==> config.mk <==
export PLATFORM = sky130hd
export DESIGN_NAME = spcc_parser
export DESIGN_NICKNAME = d
export VERILOG_FILES = /design/src/hdl/spcc_pkg.sv /design/src/hdl/spcc_parser.sv
export SDC_FILE = /design/constraint.sdc
export NUM_CORES = 1
export LEC_CHECK = 0
export ABC_CLOCK_PERIOD_IN_PS = 4340
export BUFFER_PORTS_ARGS = -buffer_cell sky130_fd_sc_hd__buf_2
export CAP_MARGIN = 5
export CORE_MARGIN = 2
export CORE_UTILIZATION = 40
export DETAILED_ROUTE_END_ITERATION = 10
export PLACE_DENSITY = 0.67
export RECOVER_POWER = 50
export SETUP_SLACK_MARGIN = 0.1
export SLEW_MARGIN = 15
export SYNTH_ARGS = -nofsm -noshare
export SYNTH_HDL_FRONTEND = slang
export SYNTH_SLANG_ARGS = --single-unit
==> constraint.sdc <==
create_clock -name clk_i -period 4.34 [get_ports clk_i]
set_input_delay 0.434 -clock clk_i [delete_from_list [all_inputs] [get_ports clk_i]]
set_output_delay 0.434 -clock clk_i [all_outputs]
set_load 0.005 [all_outputs]
==> src/hdl/spcc_pkg.sv <==
// Shared types, constants and the byte-wise CRC-16/CCITT-FALSE update
// for the space packet CRC checker. No dependencies.

package spcc_pkg;

  localparam logic [15:0] CrcPoly   = 16'h1021;
  localparam logic [15:0] CrcInit   = 16'hFFFF;
  localparam logic [15:0] CrcTop    = 16'h8000;
  localparam logic [10:0] ApidMask  = 11'h7FF;
  localparam logic [13:0] CountMask = 14'h3FFF;

  localparam int unsigned HdrBytes  = 6;
  localparam int unsigned TimeEnd   = 12;

  // one buffered input transfer
  typedef struct packed {
    logic       valid;
    logic [7:0] data_byte;
    logic       packet_start;
  } item_t;

  // fields of one decoded packet
  typedef struct packed {
    logic [10:0] apid;
    logic [1:0]  seq_flags;
    logic [13:0] seq_num;
    logic [16:0] user_data_len;
    logic [31:0] time_sec;
    logic [15:0] time_subsec;
    logic [15:0] received_crc;
    logic [15:0] computed_crc;
    logic        crc_ok;
  } result_t;

  // MSB-first CRC update over one byte, no reflection
  function automatic logic [15:0] crc_byte(input logic [15:0] crc, input logic [7:0] b);
    logic [15:0] c;
    c = crc ^ {b, 8'h00};
    for (int k = 0; k < 8; k++) begin
      if ((c & CrcTop) != 16'h0000) begin
        c = {c[14:0], 1'b0} ^ CrcPoly;
      end else begin
        c = {c[14:0], 1'b0};
      end
    end
    return c;
  endfunction

endpackage

==> src/hdl/spcc_parser.sv <==
// Packet parser of the space packet CRC checker: byte position, running
// CRC and header capture; forms the result on the last byte. Depends on spcc_pkg.

module spcc_parser #(
  parameter int unsigned PACKET_BYTES = 30
) (
  input  logic                clk_i,
  input  logic                rst_ni,
  input  spcc_pkg::item_t     item_i,
  input  logic                out_free_i,
  output logic                take_o,
  output logic                res_load_o,
  output spcc_pkg::result_t   res_o
);

  localparam int unsigned PosW = $clog2(PACKET_BYTES);
  localparam logic [PosW-1:0] LastPos = PosW'(PACKET_BYTES - 1);
  localparam logic [PosW-1:0] CrcHiPos = PosW'(PACKET_BYTES - 2);
  localparam logic [PosW-1:0] HdrEnd = PosW'(spcc_pkg::HdrBytes);
  localparam logic [PosW-1:0] TimeEnd = PosW'(spcc_pkg::TimeEnd);

  logic [PosW-1:0] pos_q, pos_d, pos_eff;
  logic [15:0]     crc_q, crc_d, crc_eff;
  logic [47:0]     hdr_q, hdr_d;
  logic [47:0]     time_q, time_d;
  logic [7:0]      cap_q, cap_d;
  logic            is_last;
  logic [15:0]     rx_crc;

  // a start mark restarts position and CRC before this byte counts
  assign pos_eff = item_i.packet_start ? '0 : pos_q;
  assign crc_eff = item_i.packet_start ? spcc_pkg::CrcInit : crc_q;
  assign is_last = (pos_eff == LastPos);

  // bytes that end no packet never wait on the output side
  assign take_o     = item_i.valid && (!is_last || out_free_i);
  assign res_load_o = take_o && is_last;

  always_comb begin
    pos_d  = pos_q;
    crc_d  = crc_q;
    hdr_d  = hdr_q;
    time_d = time_q;
    cap_d  = cap_q;
    if (take_o) begin
      if (pos_eff < HdrEnd) begin
        hdr_d = {hdr_q[39:0], item_i.data_byte};
      end else if (pos_eff < TimeEnd) begin
        time_d = {time_q[39:0], item_i.data_byte};
      end
      if (pos_eff < CrcHiPos) begin
        crc_d = spcc_pkg::crc_byte(crc_eff, item_i.data_byte);
        pos_d = pos_eff + 1'b1;
      end else if (pos_eff == CrcHiPos) begin
        cap_d = item_i.data_byte;
        crc_d = crc_eff;
        pos_d = pos_eff + 1'b1;
      end else begin
        crc_d = spcc_pkg::CrcInit;
        pos_d = '0;
      end
    end
  end

  always_ff @(posedge clk_i or negedge rst_ni) begin
    if (!rst_ni) begin
      pos_q  <= '0;
      crc_q  <= spcc_pkg::CrcInit;
      hdr_q  <= '0;
      time_q <= '0;
      cap_q  <= '0;
    end else begin
      pos_q  <= pos_d;
      crc_q  <= crc_d;
      hdr_q  <= hdr_d;
      time_q <= time_d;
      cap_q  <= cap_d;
    end
  end

  assign rx_crc = {cap_q, item_i.data_byte};

  assign res_o.apid          = hdr_q[42:32] & spcc_pkg::ApidMask;
  assign res_o.seq_flags     = hdr_q[31:30];
  assign res_o.seq_num       = hdr_q[29:16] & spcc_pkg::CountMask;
  assign res_o.user_data_len = {1'b0, hdr_q[15:0]} + 17'd1;
  assign res_o.time_sec      = time_q[47:16];
  assign res_o.time_subsec   = time_q[15:0];
  assign res_o.received_crc  = rx_crc;
  assign res_o.computed_crc  = crc_eff;
  assign res_o.crc_ok        = (crc_eff == rx_crc);

endmodule
==> flow_metrics.py <==
metrics = {
    "run_status": {
        "status": "finished, final reports clean",
    },
    "sta": {
        "hold_viol_final": 0,
        "fmax_mhz": 372,
        "slew_headroom": 0.131,
        "setup_viol": 0,
        "fin_skew_ns": 0.00637,
        "fin_hold_ws_ns": 0.373,
        "min_period_ns": 2.69,
        "slew_viol_final": 0,
        "rsz0062_at_grt": "false",
        "finalCritPeriodShare": 0.619,
        "fin_setup_tns_ns": 0,
        "worst_pin_slew_ns": 1.30,
    },
    "die": {
        "die_y_um": 128,
        "die-area_um2": 16300,
        "core-area_um2": 15100,
        "rows": 45,
        "start_util": 0.407,
        "die_width_um": 128,
        "io-pin-count": 140,
    },
    "routing": {
        "firstDrtPassIters": 4,
        "viasPerCell": 5.05,
        "route.detailed.drc": 0,
        "drt_wl_total_mm": 13.2,
        "routedWlPerCell_um": 16.6,
        "drt_iter0_drc": 180,
        "ant_nets": 0,
        "via_count": 4013,
    },
    "yosys": {
        "synth_area_um2": 6140,
        "synth-seq-cells": 120,
        "seq_area_frac_synth": 0.493,
        "syn_nets": 508,
        "synth_cell_types": 47,
        "syn_inst": 491,
        "ys.flop_type": "dfrtp_1",
        "synth-edff-count": 0,
        "synthArstFlopShare": 1.00,
        "ys.warnings.count": 0,
        "synth.avg_cell_area_um2": 12.5,
    },
    "placement": {
        "io_buffers": 139,
        "place.gp.congestion": 0.869,
        "place_hpwl_mm": 9.29,
    },
    "final_layout": {
        "syn2layout_area_growth_pct": 16.5,
        "diodes": 0,
        "layout_commonest_cell": "dfrtp_1",
        "layout_common_cells": "dfrtp_1 (104), buf_2 (95), mux2_2 (59)",
        "finalNetCount": 611,
        "layout-drive-gt1-share": 0.440,
    },
    "worst_setup_path": {
        "cp_slowest_cell": "buf_4",
        "required_ns": 4.63,
        "crit_buf_inv": 2,
        "worst_path_most_repeated_cell": "o21ai_4",
        "crit_path_start_kind": "flop",
        "worstPathCellList": "nor2b_1 -> ha_1 -> nand2b_1 -> o21ai_4 -> inv_4 -> o21ai_4 -> buf_4 -> mux2_4",
        "endpoint_kind": "flop",
        "crit_type": "reg2reg",
        "crit_fanout": 23,
        "cp_data_arrival_time_ns": 2.98,
        "cpPeakStageDelay_ns": 0.52,
        "crit_family": "buffers and inverters",
    },
    "grt": {
        "grt_pass1_vias": 3905,
        "grt_usage": 0.167,
        "grt_max_degree": 55,
        "grt_overflow": 0,
        "grt_pass1_wl_mm": 21.1,
        "antenna_found_initial": 0,
    },
    "pwr": {
        "switching_power_w": 0.00117,
        "combinationalPowerShare": 0.244,
        "swShare": 0.298,
        "power_density_nw_per_um2": 548,
        "clkPwrFrac": 0.332,
        "peakVddDrop_v": 0.000274,
        "leakage_nw": 3.36,
        "power_frac_seq": 0.424,
        "intPower_w": 0.00275,
    },
    "clock_network": {
        "worstSkewPairLatency_ns": 0.41,
        "cts-htree-levels": 4,
        "cts-root-buf": "clkbuf_16",
        "cts_buffers": 17,
        "ctsResizeCount": 0,
        "clkTransAtPathRegs_ns": 0.05,
        "cts_tree": "yes",
        "clock_sinks": 120,
        "clock_path_buffers": 2,
    },
    "job": {
        "maxCapViolCount": 0,
    },
    "worst_hold_path": {
        "min_path_type": "in2reg",
    },
}
worst register-to-register path, delay by kind of cell, from the launching register on:
family / cells / cell delay, ns
adders and majority gates: 1 / 0.24
muxes: 1 / 0.35
buffers and inverters: 2 / 0.62
and+or+nand+nor: 2 / 0.41
DFF: 1 / 0.41
AOI/OAI and AO/OA: 2 / 0.54
flip-flops by register name, summed over array words and instances (netlist names):
name and flops:
crc_q 16, cap_q 8, time_q 48, hdr_q 43, pos_q 5
what timing repair did:
item | 4_1_cts | 5_1_grt
endpoints found under the hold margin | 16 | 0
setup buffers | 0 | 0
hold buffers | 1 | 0
synth_stat cells, types with 2 or more instances:
cell	n	area [um^2]
o31ai_1	4	30.0
nor3_1	7	35.0
nor2_1	25	93.8
o22a_1	8	70.1
buf_2	6	30.0
nand4_1	5	31.3
buf_4	37	278
xor2_1	24	210
nand3_1	10	50.1
inv_1	5	18.8
nand2b_1	2	12.5
dfrtp_1	104	2600
and4_1	4	35.0
mux2_4	40	601
mux2_2	59	664
xnor2_1	28	245
nor2b_1	2	12.5
and3_1	2	12.5
ha_1	4	50.1
o21ai_4	2	32.5
a31oi_1	6	37.5
nand2_1	19	71.3
a21oi_1	14	70.1
o21ai_0	10	50.1
clkbuf_1	10	37.5
buf_12	4	80.1
dfstp_2	16	420
or2_2	15	93.8
cell type report:
| cell class | instances | area (um^2) |
|---|---|---|
| Timing Repair Buffer | 143 | 668 |
| Sequential cell | 120 | 3020 |
| Fill cell | 1406 | 7940 |
| Clock buffer | 20 | 447 |
| Clock inverter | 12 | 103 |
| Multi-Input combinational cell | 306 | 2650 |
| Tap cell | 188 | 235 |
| Inverter | 6 | 25.0 |
power groups by stage:
| stage | logic (W) | clock network, W | registers [W] |
|---|---|---|---|
| 3_5_place_dp | 0.000981 | 0 | 0.00167 |
| 4_1_cts | 0.000987 | 0.00134 | 0.00166 |
| 5_1_grt | 0.00105 | 0.00139 | 0.00170 |
| 2_1_floorplan | 0.000787 | 0 | 0.00160 |
| 3_3_place_gp | 0.000958 | 0 | 0.00166 |
| 6_report | 0.000955 | 0.00130 | 0.00166 |
stage by stage:
step | setup slack (ns) | instances | area [um^2] | total power, W | utilization
floorplan | 1.97 | 491 | 6140 | 0.00239 | -
finish | 1.65 | 795 | 7150 | 0.00392 | 0.474
global placement | 1.35 | 762 | 6650 | 0.00262 | 0.441
global route | 1.39 | 795 | 7150 | 0.00414 | 0.474
detailed placement | 1.25 | 762 | 6650 | 0.00266 | 0.441
CTS | 1.64 | 795 | 7210 | 0.00399 | 0.478
metal layers:
metal  part of all wire  global-route usage
met5                  0                   0
met4             0.0088              0.0582
met3              0.054              0.0467
met2               0.46               0.251
met1               0.47               0.232
kinds of logic (layout without fill, tap and decap cells):
family                   Yosys count  in the layout  synth area share
adder cells (fa/ha/maj)            4              4           0.00816
multiplexers                     100            100             0.208
XOR/XNOR                          52             52            0.0742
AO/OA/AOI/OAI                     52             52            0.0575
buffers and inverters             65            181            0.0761
flip-flops                       120            120             0.493
AND/OR/NAND/NOR                   98             98            0.0836
worst paths after layout:
| kind | start | endpoint | slack [ns] | cells after the start |
|---|---|---|---|---|
| max reg2reg | pos_q[0] | hdr_q[32] | 1.65 | 8 |
| min | item_i[9] | pos_q[2] | 0.37 | 3 |
| min reg2reg | time_q[42] | time_q[42] | 0.50 | 1 |
| min in group asynchronous | rst_ni | hdr_q[34] | 0.67 | 2 |
| max | pos_q[0] | hdr_q[32] | 1.65 | 8 |
| max in group asynchronous | rst_ni | time_q[10] | 1.87 | 3 |
Note: power is estimated with default switching activity, not from simulation.
